`src/hw/rtl/utlc_pkg.sv`:
```
package utlc_pkg;

    // Hard cap on letters per text; the register value is clipped to it.
    localparam int MAX_TEXT_LETTERS = 256;

    localparam int COUNT_W  = 9;
    localparam int LETTER_W = 7;
    localparam int LEAD_W   = 5;
    localparam int CP_W     = 11;

    localparam logic [COUNT_W-1:0] LIMIT_CAP =
        COUNT_W'((MAX_TEXT_LETTERS > (2 ** COUNT_W) - 1) ? (2 ** COUNT_W) - 1
                                                          : MAX_TEXT_LETTERS);
    localparam logic [COUNT_W-1:0] MAX_LETTERS_RESET = 9'd256;

    // Letter codes
    localparam logic [LETTER_W-1:0] CODE_NONE      = 7'd0;
    localparam logic [LETTER_W-1:0] CODE_SEP_SPACE = 7'd10;
    localparam logic [LETTER_W-1:0] CODE_SEP_JOIN  = 7'd11;
    localparam logic [LETTER_W-1:0] CODE_LATIN     = 7'd12;
    localparam logic [LETTER_W-1:0] CODE_CYRILLIC  = 7'd38;
    localparam logic [LETTER_W-1:0] CODE_YO        = 7'd43;
    localparam logic [LETTER_W-1:0] CODE_BAR       = 7'd70;

    // Code points of the Cyrillic block
    localparam logic [CP_W-1:0] CP_UPPER_A  = 11'd1040;
    localparam logic [CP_W-1:0] CP_UPPER_YA = 11'd1071;
    localparam logic [CP_W-1:0] CP_LOWER_A  = 11'd1072;
    localparam logic [CP_W-1:0] CP_LOWER_YA = 11'd1103;
    localparam logic [CP_W-1:0] CP_UPPER_YO = 11'd1025;
    localparam logic [CP_W-1:0] CP_LOWER_YO = 11'd1105;

    // Raw byte values
    localparam logic [7:0] BYTE_NUL     = 8'h00;
    localparam logic [7:0] BYTE_LF      = 8'h0A;
    localparam logic [7:0] BYTE_BAR     = 8'h7C;
    localparam logic [7:0] BYTE_ZERO    = 8'h30;
    localparam logic [7:0] BYTE_NINE    = 8'h39;
    localparam logic [7:0] BYTE_LOWER_A = 8'h61;
    localparam logic [7:0] BYTE_LOWER_Z = 8'h7A;
    localparam logic [7:0] BYTE_UPPER_A = 8'h41;
    localparam logic [7:0] BYTE_UPPER_Z = 8'h5A;

    typedef struct packed {
        logic [LEAD_W-1:0]  lead_bits;
        logic               lead_pending;
        logic [COUNT_W-1:0] count;
        logic               prev_sep;
        logic               finished;
    } t_state;

    typedef struct packed {
        logic [LETTER_W-1:0] letter;
        logic                has_letter;
        logic                last;
        logic [COUNT_W-1:0]  letter_count;
        logic                unknown_sequence;
    } t_result;

endpackage

```
`src/hw/rtl/utlc_text_if.sv`:
```
interface utlc_text_if;
    import utlc_pkg::*;

    logic       valid;
    logic       ready;
    logic [7:0] text_byte;
    logic       new_text;

    modport source (output valid, output text_byte, output new_text, input ready);
    modport sink   (input valid, input text_byte, input new_text, output ready);
endinterface

```
`src/hw/rtl/utlc_code_if.sv`:
```
interface utlc_code_if;
    import utlc_pkg::*;

    logic                valid;
    logic                ready;
    logic [LETTER_W-1:0] letter;
    logic                has_letter;
    logic                last;
    logic [COUNT_W-1:0]  letter_count;
    logic                unknown_sequence;

    modport source (output valid, output letter, output has_letter, output last,
                    output letter_count, output unknown_sequence, input ready);
    modport sink   (input valid, input letter, input has_letter, input last,
                    input letter_count, input unknown_sequence, output ready);
endinterface

```
`src/hw/rtl/utf8_text_to_letter_codes.sv`:
```
// Channel   Dir  Payload                                          Beat
// i_text    in   text_byte[7:0], new_text                         one raw text byte
// o_codes   out  letter[6:0], has_letter, last, letter_count[8:0],
//                unknown_sequence                                 one code or end marker
// i_cfg     in   i_cfg_we, i_cfg_wdata[8:0] (max_letters)         register write
//
// One byte per cycle while o_codes does not stall; an input beat passes the input
// register, then the per-byte decode into the result register.
// Bytes that produce no code leave no result beat.
// Reset is synchronous, active low: state clears, max_letters returns to 256.
// A stall on o_codes holds the result and the input register; i_text.ready
// drops only when both are full and the result is not being taken.
module utf8_text_to_letter_codes (
    input  logic                           i_clk,
    input  logic                           i_rst_n,
    utlc_text_if.sink                      i_text,
    utlc_code_if.source                    o_codes,
    input  logic                           i_cfg_we,
    input  logic [utlc_pkg::COUNT_W-1:0]   i_cfg_wdata
);
    import utlc_pkg::*;

    logic               r_s1_valid;
    logic [7:0]         r_s1_byte;
    logic               r_s1_new_text;
    t_state             r_state;
    t_state             n_state;
    logic [COUNT_W-1:0] r_limit;
    logic               r_out_valid;
    t_result            r_out;
    t_result            n_out;
    logic               step_valid;
    logic               out_free;
    logic               in_ready;

    // Result slot is free when empty or being taken this cycle.
    assign out_free = !r_out_valid || o_codes.ready;
    assign in_ready = !r_s1_valid || out_free;
    assign i_text.ready = in_ready;

    utlc_step u_step (
        .i_byte     (r_s1_byte),
        .i_new_text (r_s1_new_text),
        .i_state    (r_state),
        .i_limit    (r_limit),
        .o_state    (n_state),
        .o_valid    (step_valid),
        .o_result   (n_out)
    );

    // Input register: take a beat whenever the held byte can move on.
    always_ff @(posedge i_clk) begin
        if (!i_rst_n) begin
            r_s1_valid <= 1'b0;
        end else if (in_ready) begin
            r_s1_valid <= i_text.valid;
        end
        if (in_ready && i_text.valid) begin
            r_s1_byte     <= i_text.text_byte;
            r_s1_new_text <= i_text.new_text;
        end
    end

    // Limit in use: the register value clipped to the hard cap, kept ready-made.
    always_ff @(posedge i_clk) begin
        if (!i_rst_n) begin
            r_limit <= (MAX_LETTERS_RESET > LIMIT_CAP) ? LIMIT_CAP : MAX_LETTERS_RESET;
        end else if (i_cfg_we) begin
            r_limit <= (i_cfg_wdata > LIMIT_CAP) ? LIMIT_CAP : i_cfg_wdata;
        end
    end

    // Advance the text state and load the result slot together.
    always_ff @(posedge i_clk) begin
        if (!i_rst_n) begin
            r_state     <= '0;
            r_out_valid <= 1'b0;
        end else if (out_free) begin
            r_out_valid <= r_s1_valid && step_valid;
            if (r_s1_valid) begin
                r_state <= n_state;
            end
        end
        if (out_free && r_s1_valid && step_valid) begin
            r_out <= n_out;
        end
    end

    assign o_codes.valid            = r_out_valid;
    assign o_codes.letter           = r_out.letter;
    assign o_codes.has_letter       = r_out.has_letter;
    assign o_codes.last             = r_out.last;
    assign o_codes.letter_count     = r_out.letter_count;
    assign o_codes.unknown_sequence = r_out.unknown_sequence;
endmodule

```
`src/hw/rtl/utlc_step.sv`:
```
module utlc_step (
    input  logic [7:0]                      i_byte,
    input  logic                            i_new_text,
    input  utlc_pkg::t_state                i_state,
    input  logic [utlc_pkg::COUNT_W-1:0]    i_limit,
    output utlc_pkg::t_state                o_state,
    output logic                            o_valid,
    output utlc_pkg::t_result               o_result
);
    import utlc_pkg::*;

    localparam logic [1:0] SEPK_NONE  = 2'd0;
    localparam logic [1:0] SEPK_SPACE = 2'd1;
    localparam logic [1:0] SEPK_JOIN  = 2'd2;

    function automatic logic [1:0] sep_kind(input logic [7:0] b);
        logic [1:0] k;
        unique case (b)
            8'h20, 8'h09, 8'h5F, 8'h40, 8'h2E, 8'h2F, 8'h2B, 8'h5C, 8'h22, 8'h27,
            8'h3D, 8'h25, 8'h24, 8'h23, 8'h21, 8'h3F, 8'h28, 8'h29, 8'h7B, 8'h7D,
            8'h5B, 8'h5D: k = SEPK_SPACE;
            8'h2D, 8'h5E, 8'h26, 8'h2A: k = SEPK_JOIN;
            default: k = SEPK_NONE;
        endcase
        return k;
    endfunction

    t_state              s;
    logic [CP_W-1:0]     cp;
    logic [CP_W-1:0]     cp_off;
    logic [7:0]          byte_off;
    logic [1:0]          sk;
    logic                do_emit;
    logic                do_end;
    logic [LETTER_W-1:0] code;
    logic                unknown;
    logic [COUNT_W-1:0]  count_inc;
    logic                reach;

    always_comb begin
        s = i_state;
        if (i_new_text) begin
            s = '0;
        end

        cp        = {s.lead_bits, i_byte[5:0]};
        sk        = sep_kind(i_byte);
        count_inc = s.count + COUNT_W'(1);
        reach     = count_inc >= i_limit;
        do_emit   = 1'b0;
        do_end    = 1'b0;
        code      = CODE_NONE;
        unknown   = 1'b0;
        cp_off    = '0;
        byte_off  = '0;
        o_state   = s;

        if (s.finished) begin
            // drop bytes until the next text starts
        end else if (s.count >= i_limit) begin
            do_end = 1'b1;
        end else if (s.lead_pending && i_byte[7:6] == 2'b10) begin
            o_state.lead_pending = 1'b0;
            do_emit = 1'b1;
            if (cp >= CP_UPPER_A && cp <= CP_UPPER_YA) begin
                cp_off = cp - CP_UPPER_A + CP_W'(CODE_CYRILLIC);
                code   = cp_off[LETTER_W-1:0];
            end else if (cp >= CP_LOWER_A && cp <= CP_LOWER_YA) begin
                cp_off = cp - CP_LOWER_A + CP_W'(CODE_CYRILLIC);
                code   = cp_off[LETTER_W-1:0];
            end else if (cp == CP_UPPER_YO || cp == CP_LOWER_YO) begin
                code = CODE_YO;
            end else begin
                unknown = 1'b1;
            end
        end else begin
            // a lone lead is dropped; this byte is handled on its own
            o_state.lead_pending = 1'b0;
            if (i_byte == BYTE_NUL || i_byte == BYTE_LF) begin
                do_end = 1'b1;
            end else if (i_byte >= BYTE_ZERO && i_byte <= BYTE_NINE) begin
                byte_off = i_byte - BYTE_ZERO;
                code     = byte_off[LETTER_W-1:0];
                do_emit  = 1'b1;
            end else if (sk != SEPK_NONE) begin
                if (s.count != '0 && !s.prev_sep) begin
                    code    = (sk == SEPK_JOIN) ? CODE_SEP_JOIN : CODE_SEP_SPACE;
                    do_emit = 1'b1;
                end
            end else if (i_byte >= BYTE_LOWER_A && i_byte <= BYTE_LOWER_Z) begin
                byte_off = i_byte - BYTE_LOWER_A + 8'(CODE_LATIN);
                code     = byte_off[LETTER_W-1:0];
                do_emit  = 1'b1;
            end else if (i_byte >= BYTE_UPPER_A && i_byte <= BYTE_UPPER_Z) begin
                byte_off = i_byte - BYTE_UPPER_A + 8'(CODE_LATIN);
                code     = byte_off[LETTER_W-1:0];
                do_emit  = 1'b1;
            end else if (i_byte[7:5] == 3'b110) begin
                o_state.lead_bits    = i_byte[LEAD_W-1:0];
                o_state.lead_pending = 1'b1;
            end else if (i_byte == BYTE_BAR) begin
                code    = CODE_BAR;
                do_emit = 1'b1;
            end
        end

        o_result.letter           = code;
        o_result.has_letter       = do_emit;
        o_result.last             = do_end;
        o_result.letter_count     = s.count;
        o_result.unknown_sequence = unknown;

        if (do_emit) begin
            o_state.count        = count_inc;
            o_state.prev_sep     = (code == CODE_SEP_SPACE || code == CODE_SEP_JOIN);
            o_result.letter_count = count_inc;
            o_result.last        = reach;
            if (reach) begin
                o_state.finished     = 1'b1;
                o_state.lead_pending = 1'b0;
            end
        end
        if (do_end) begin
            o_state.finished     = 1'b1;
            o_state.lead_pending = 1'b0;
        end

        o_valid = do_emit || do_end;
    end
endmodule

```
`src/flat_wrapper.sv`:
```
// flat-port wrapper written by rule: the top's interface ports become plain ports
module utf8_text_to_letter_codes_flat import utlc_pkg::*;
  (i_clk, i_rst_n, i_cfg_we, i_cfg_wdata, i_text_valid, i_text_text_byte, i_text_new_text, i_text_ready, o_codes_valid, o_codes_letter, o_codes_has_letter, o_codes_last, o_codes_letter_count, o_codes_unknown_sequence, o_codes_ready);
  utlc_text_if i_text_i ();
  utlc_code_if o_codes_i ();
  input  logic i_clk;
  input  logic i_rst_n;
  input  logic i_cfg_we;
  input  logic [utlc_pkg::COUNT_W-1:0] i_cfg_wdata;
  input wire logic [$bits(i_text_i.valid)-1:0] i_text_valid;
  input wire logic [$bits(i_text_i.text_byte)-1:0] i_text_text_byte;
  input wire logic [$bits(i_text_i.new_text)-1:0] i_text_new_text;
  output wire logic [$bits(i_text_i.ready)-1:0] i_text_ready;
  output wire logic [$bits(o_codes_i.valid)-1:0] o_codes_valid;
  output wire logic [$bits(o_codes_i.letter)-1:0] o_codes_letter;
  output wire logic [$bits(o_codes_i.has_letter)-1:0] o_codes_has_letter;
  output wire logic [$bits(o_codes_i.last)-1:0] o_codes_last;
  output wire logic [$bits(o_codes_i.letter_count)-1:0] o_codes_letter_count;
  output wire logic [$bits(o_codes_i.unknown_sequence)-1:0] o_codes_unknown_sequence;
  input wire logic [$bits(o_codes_i.ready)-1:0] o_codes_ready;
  assign i_text_i.valid = i_text_valid;
  assign i_text_i.text_byte = i_text_text_byte;
  assign i_text_i.new_text = i_text_new_text;
  assign i_text_ready = i_text_i.ready;
  assign o_codes_valid = o_codes_i.valid;
  assign o_codes_letter = o_codes_i.letter;
  assign o_codes_has_letter = o_codes_i.has_letter;
  assign o_codes_last = o_codes_i.last;
  assign o_codes_letter_count = o_codes_i.letter_count;
  assign o_codes_unknown_sequence = o_codes_i.unknown_sequence;
  assign o_codes_i.ready = o_codes_ready;
  utf8_text_to_letter_codes u_core (.i_clk(i_clk), .i_rst_n(i_rst_n), .i_text(i_text_i), .o_codes(o_codes_i), .i_cfg_we(i_cfg_we), .i_cfg_wdata(i_cfg_wdata));
endmodule
```
`config.mk`:
```
export PLATFORM = sky130hd
export DESIGN_NAME = utf8_text_to_letter_codes_flat
export DESIGN_NICKNAME = d
export VERILOG_FILES = /design/src/hw/rtl/utlc_pkg.sv /design/src/hw/rtl/utlc_text_if.sv /design/src/hw/rtl/utlc_code_if.sv /design/src/hw/rtl/utf8_text_to_letter_codes.sv /design/src/hw/rtl/utlc_step.sv /design/src/flat_wrapper.sv
export SDC_FILE = /design/constraint.sdc
export NUM_CORES = 1
export LEC_CHECK = 0
export BUFFER_PORTS_ARGS = -buffer_cell sky130_fd_sc_hd__buf_2
export CAP_MARGIN = 20
export CELL_PAD_IN_SITES_DETAIL_PLACEMENT = 0
export CELL_PAD_IN_SITES_GLOBAL_PLACEMENT = 1
export CORE_ASPECT_RATIO = 0.6
export CORE_MARGIN = 8
export CORE_UTILIZATION = 35
export DETAILED_ROUTE_END_ITERATION = 8
export PLACE_DENSITY = 0.72
export SLEW_MARGIN = 20
export SYNTH_ARGS = -nofsm -noshare
export SYNTH_HDL_FRONTEND = slang
export SYNTH_HIERARCHICAL = 1
export SYNTH_SLANG_ARGS = --single-unit
```
`constraint.sdc`:
```
create_clock -name i_clk -period 4.65 [get_ports i_clk]
set_clock_uncertainty 0.05 [all_clocks]
set_input_delay 0.93 -clock i_clk [delete_from_list [all_inputs] [get_ports i_clk]]
set_output_delay 0.93 -clock i_clk [all_outputs]
set_load 0.005 [all_outputs]
```
# --- Word level (Yosys, flattened, before mapping) ---
# Memory sizes are Yosys's and may differ from the RTL's. A register that Yosys moved wholly into a read port is not among the register bits.
# Cells that the tools add are included.
word_totals:
  ff_bits: 56
  mem_bits_ro: 256
  input_bits: 23
  output_inout_bits: 21
  elab_cells: 125
  mem_count: 1
mem_list:
  columns: ["name", "words", "word_bits", "rd", "rd_clocked_by_memory_dff", "wr", "line", "text"]
  rows:
  - ["(name not given)", 128, 2, 1, 1, 0, "utlc_step.sv:18", "unique case (b)"]
classes:
  add_sub_neg: 10
  magnitude_cmp: 13
  eq_ne: 9
  mux: 51
  bitwise: 1
  n_reduce_logical: 25
op_table:
  columns: ["operator", "count"]
  rows:
  - ["two-way mux 7 bit", 13]
  - ["two-way mux 6 bit", 9]
  - ["== test 11 bit, second input constant", 2]
  - [">= comparator 11 bit, second input constant", 2]
  - ["less-or-equal comparator 11 bit, second input constant", 2]
  - ["two-way mux 1 bit", 22]
  - [">= comparator 9 bit", 2]
  - ["two-way mux 17 bit", 1]
  - [">= comparator 8 x 7 -> 1 bit, second input constant", 2]
  - ["less-or-equal comparator 8 x 7 -> 1 bit, second input constant", 2]
  - ["adder 7 x 4 -> 7 bit, second input constant", 2]
  - ["adder 7 x 6 -> 7 bit, second input constant", 2]
  - ["== test 7 x 4 -> 1 bit, second input constant", 2]
  - ["subtractor 7 x 6 -> 7 bit, second input constant", 2]
  - ["subtractor 7 bit, second input constant", 2]
  - ["two-way mux 12 bit", 1]
  - ["logical AND 1 bit", 11]
  - ["two-way mux 10 bit", 1]
  - ["adder 9 x 1 -> 9 bit, second input constant", 1]
  - ["> comparator 9 bit, second input constant", 1]
  - ["two-way mux 9 bit", 1]
  - ["nonzero test 9 bit", 1]
  - ["== test 8 x 4 -> 1 bit, second input constant", 1]
  - ["== test 8 x 7 -> 1 bit, second input constant", 1]
  - ["15 further kinds", 23]

# --- Longest topological paths before layout ---
depth:
  depth_word: 15
  depth_mapped: 16
  mapped_depth_nobuf: 14

# --- Modules after synthesis ---
# Netlist, hierarchy kept.
by_module_without_submodules:
  columns: ["mod", "n_inst", "cells_per_inst", "area_per_inst_um2", "seq_area_each_um2"]
  rows:
  - ["utlc_step", 1, 314, 2257.2, 0.0]
  - ["utf8_text_to_letter_codes", 1, 155, 1984.4, 1401.3]

# --- Worst setup path after synthesis ---
# No wires, ideal clock.
synth_timing:
  path_type: "reg2reg"
  startpoint: "register u_core.r_s1_new_text"
  endpoint: "register u_core.r_out (netlist bit u_core/o_codes.has_letter), enable pin"
  setup_time_ps: 395
  t_arrival_ps: 3633
  required_ps: 4205
  path_slack_ps: 572
  path_stages_with_launch: 13
  n_path_buf: 1
  synth_period_minus_slack_ps: 4078
  path_cell_list: "edfxtp_1 > buf_2 > nor2b_1 > ha_1 > a21oi_1 > o221ai_1 > a221oi_1 > nand2_1 > nor2_1 > nand2_1 > o21ai_0 > nand2_1 > nor2_1"
synth_via:
  elab_chain_len: 12
  word_cells_on_any_way: 18
  cone_classes: "order compare (1); mux (11); reduce/logical (6)"
synth_lines:
  columns: ["item", "line", "text"]
  rows:
  - ["from (decl)", "utf8_text_to_letter_codes.sv:25", "logic r_s1_new_text;"]
  - ["from (signal assigned)", "utf8_text_to_letter_codes.sv:60", "r_s1_new_text <= i_text.new_text;"]
  - ["two-way mux 17 bit (*)", "utlc_step.sv:42", "if (i_new_text) begin"]
  - ["nonzero test 9 bit or zero test 1 bit (tied branches)", "utlc_step.sv:86", "if (s.count != '0 && !s.prev_sep) begin"]
  - ["logical AND 1 bit", "utlc_step.sv:86", null]
  - ["two-way mux 1 bit", "utlc_step.sv:86", null]
  - ["two-way mux 1 bit", "utlc_step.sv:85", "end else if (sk != SEPK_NONE) begin"]
  - ["two-way mux 1 bit", "utlc_step.sv:81", "end else if (i_byte >= BYTE_ZERO && i_byte <= BYTE_NINE) begin"]
  - ["two-way mux 1 bit", "utlc_step.sv:79", "if (i_byte == BYTE_NUL || i_byte == BYTE_LF) begin"]
  - ["two-way mux 1 bit", "utlc_step.sv:62", "end else if (s.lead_pending && i_byte[7:6] == 2'b10) begin"]
  - ["two-way mux 1 bit", "utlc_step.sv:60", "end else if (s.count >= i_limit) begin"]
  - ["two-way mux 1 bit", "utlc_step.sv:58", "if (s.finished) begin"]
  - ["logical OR 1 bit (*)", "utlc_step.sv:128", "o_valid = do_emit || do_end;"]
  - ["named net u_core.step_valid", "utf8_text_to_letter_codes.sv:32", "logic step_valid;"]
  - ["logical AND 1 bit (*)", "utf8_text_to_letter_codes.sv:84", "if (out_free && r_s1_valid && step_valid) begin"]
  - ["to (signal assigned)", "utf8_text_to_letter_codes.sv:85", "r_out <= n_out;"]
  - ["to (decl)", "utf8_text_to_letter_codes.sv:30", "t_result r_out;"]
# The timed path passes the listed nets; every way through them passes the cells marked *.
# A chain may end at the register's enable or synchronous reset.

# --- Worst setup path in the final report ---
layout_timing:
  startpoint: "register u_core.r_s1_new_text"
  endpoint: "register u_core.r_out (netlist bit u_core/o_codes.letter[1]), enable pin"
# Same word-level chain as after synthesis.

==> qor.txt <==
Status: finished clean
Initial antenna violation count: 0
Seq pwr share: 0.472
Initial Utilization: 0.355
Met2 Wirelength: 3860 um
CP Capture Type: flop
First-pass GRT wire length: 17900 um
Layout fillers: 1233
Slowest cell on crit path: edfxtp_1
Top FF cell, synth: edfxtp_1
Max-slew violation count: 0
Leakage: 1.86 nW
EDFF count, synth: 28
Setup TNS: 0 ps
Synth top cells by count: nand2_1 (55), ha_1 (36), a21oi_1 (30)
Die Width: 158 um
WL met1: 6280 um
CP most frequent cell: nand2_1
Slew @ Worst Pin: 747 ps
Core area: 11900 um^2
Startpoint Class: flop
Post-CTS Setup Inserts: 0
Clk slew on worst S/H paths: 70 ps
Layout cells sized above 1: 0.164
# diodes: 0
Bufs on Longest Clock Path: 2
Async set-or-reset flop fraction in the synthesized netlist: 0
Final wirelength: 11300 um
RePlAce Congestion: 0.972
Mapped Area: 4240 um^2
Max layer used: met4
Pre-CTS WS: 669 ps
Data arrival, critical path: 3960 ps
Syn-to-layout area delta: 10.1%
Internal power: 0.000886 W
Cell taking the most area after synthesis: edfxtp_1
CTS root buf: clkbuf_16
Die H: 101 um
Synthesis-stage register bit count: 56
Synth warnings: 6
Max-Cap Viols: 0
CTS tree: built
Htree depth: 2
Syn Nets: 528
HPWL Detailed: 8780 um
Switching Fraction: 0.259
Req. time, crit path: 4570 ps
Synth cell types: 66
Skew-Pair Late Insertion Delay: 290 ps
Cell breakdown of the critical path: and2b_1 > ha_1 > a21oi_1 > o221ai_1 > a221oi_1 > nand2_1 > nor2_1 > nand2_1 > o21ai_0 > nand2_1 > nor2_2 > buf_4
PortBufs: 43
Wire per inst: 17.1 um
Setup ws final: 615 ps
CTS buffer count: 5
Period utilisation layout: 0.868
Die area: 16000 um^2
Routed Antenna Nets: 0
Vias in the first global route: 3250
Comb pwr share: 0.171
Sink Count: 56
Largest net degree at the start of global routing: 46
Total track usage: 0.143
Fmax: 248 MHz
Final hold viol count: 0
First DRT Iteration DRCs: 330
Hold buffer count at CTS: 0
Synth top area share: 0.198
Max_slew headroom: 0.502
Worst Path Class, Setup: reg -> reg
Tmin final: 4030 ps
NetSw: 0.000310 W
Power share of the clock group: 0.357
Vias: 3465
Maximum vdd drop: 0.000151 V
# nets final: 551
Area contributors post-synth: edfxtp_1 (20%), dfxtp_1 (13%), ha_1 (11%)
RSZ-0062 raised after global routing: no
Grt ovf: 0
Mean Syn Cell Area: 9.04 um^2
Worst Path Max Fanout: 22
Share of the yosys chip area belonging to registers: 0.330
Top-count cell post-synth: nand2_1
Cts repair resizes: 0
Pre-antenna DRT Iters: 6
Rows: 31
Vias per inst: 5.27
Pwr/cell area: 256 nW/um^2
Setup-failing EPs final: 0
Residual DRC: 0
Crit path largest cell delay: 820 ps
WL met3: 1040 um
Hold crit path type: reg -> reg
I/O pin cnt: 44
Cell count after synthesis: 469
flip-flops by register name, summed over array words and instances, names as in the netlist:
signal / count
u_core/r_s1_new_text: 1
u_core/r_s1_byte: 8
u_core/o_codes.letter_count: 9
u_core/r_s1_valid: 1
u_core/o_codes.valid: 1
u_core/r_state: 17
u_core/r_limit: 9
u_core/o_codes.last: 1
u_core/o_codes.letter: 7
u_core/o_codes.unknown_sequence: 1
u_core/o_codes.has_letter: 1
cell families (layout without fill, tap and decap cells):
group | count (synthesis) | after routing | share of synthesized area
adders and majority gates | 36 | 36 | 0.106
buffers and inverters | 56 | 80 | 0.0714
and+or+nand+nor | 179 | 179 | 0.226
AOI/OAI and AO/OA | 92 | 92 | 0.153
muxes | 30 | 30 | 0.0723
xor gates and xnor gates | 20 | 20 | 0.0413
DFF | 56 | 56 | 0.330
critical path, delay by kind of cell, from the launching register on:
family | cells | cell delay, ps
and+or+nand+nor | 6 | 1300
DFF | 1 | 820
buffers and inverters | 1 | 280
AOI/OAI and AO/OA | 4 | 920
adders and majority gates | 1 | 310
area by class of cell:
| cell class | count | area, um^2 | share of cell area |
|---|---|---|---|
| repair buffers | 49 | 260 | 0.0557 |
| inverters | 23 | 86.3 | 0.0185 |
| flip-flops and latches | 56 | 1400 | 0.300 |
| multi-input cells | 357 | 2540 | 0.544 |
| well taps | 165 | 206 | 0.0442 |
| clock buffers | 8 | 178 | 0.0380 |
worst paths after layout:
path | startpoint | to | slack (ps) | depth (start not counted)
worst max-delay path | u_core/r_s1_new_text | u_core/o_codes.letter[1] | 620 | 12
worst min-delay path | u_core/r_state[10] | u_core/r_state[10] | 410 | 2
worst min register to register | u_core/r_state[10] | u_core/r_state[10] | 410 | 2
worst max register to register | u_core/r_s1_new_text | u_core/o_codes.letter[1] | 620 | 12
placed cells by master (no fill, tap or decap), types with 23 or more instances in the layout:
| master | netlist | layout |
|---|---|---|
| buf_2 | 10 | 43 |
| a21oi_1 | 30 | 30 |
| inv_1 | 23 | 23 |
| nand2_1 | 55 | 55 |
| nor2_1 | 26 | 25 |
| edfxtp_1 | 28 | 28 |
| nor2b_1 | 25 | 25 |
| dfxtp_1 | 28 | 28 |
| ha_1 | 36 | 36 |
| mux2i_1 | 25 | 25 |
metal layers:
layer	vias to the layer above	GRT usage
li1	1697	-
met1	1623	0.235
met2	139	0.170
met3	6	0.0388
met4	0	0.0303
met5	-	0
power groups by stage:
stage | clock, W | sequential [W] | combinational, W
after CTS | 0.000437 | 0.000564 | 0.000202
after global routing | 0.000457 | 0.000568 | 0.000225
final | 0.000427 | 0.000565 | 0.000205
after floorplan | 0 | 0.000563 | 0.000150
after detailed placement | 0 | 0.000575 | 0.000201
after global placement | 0 | 0.000575 | 0.000201
through the flow:
stage                     instance area, um^2  utilization  cells  power (W)  hold slack, ps
final                                    4670        0.391    658    0.00120             410
after global routing                     4670        0.391    658    0.00125             434
after CTS                                4670        0.391    658    0.00120             413
after detailed placement                 4490        0.376    650   0.000777             401
after global placement                   4490        0.376    650   0.000775             399
after floorplan                          4240            -    469   0.000713             380
No activity file was read; power rests on OpenSTA's default activity.
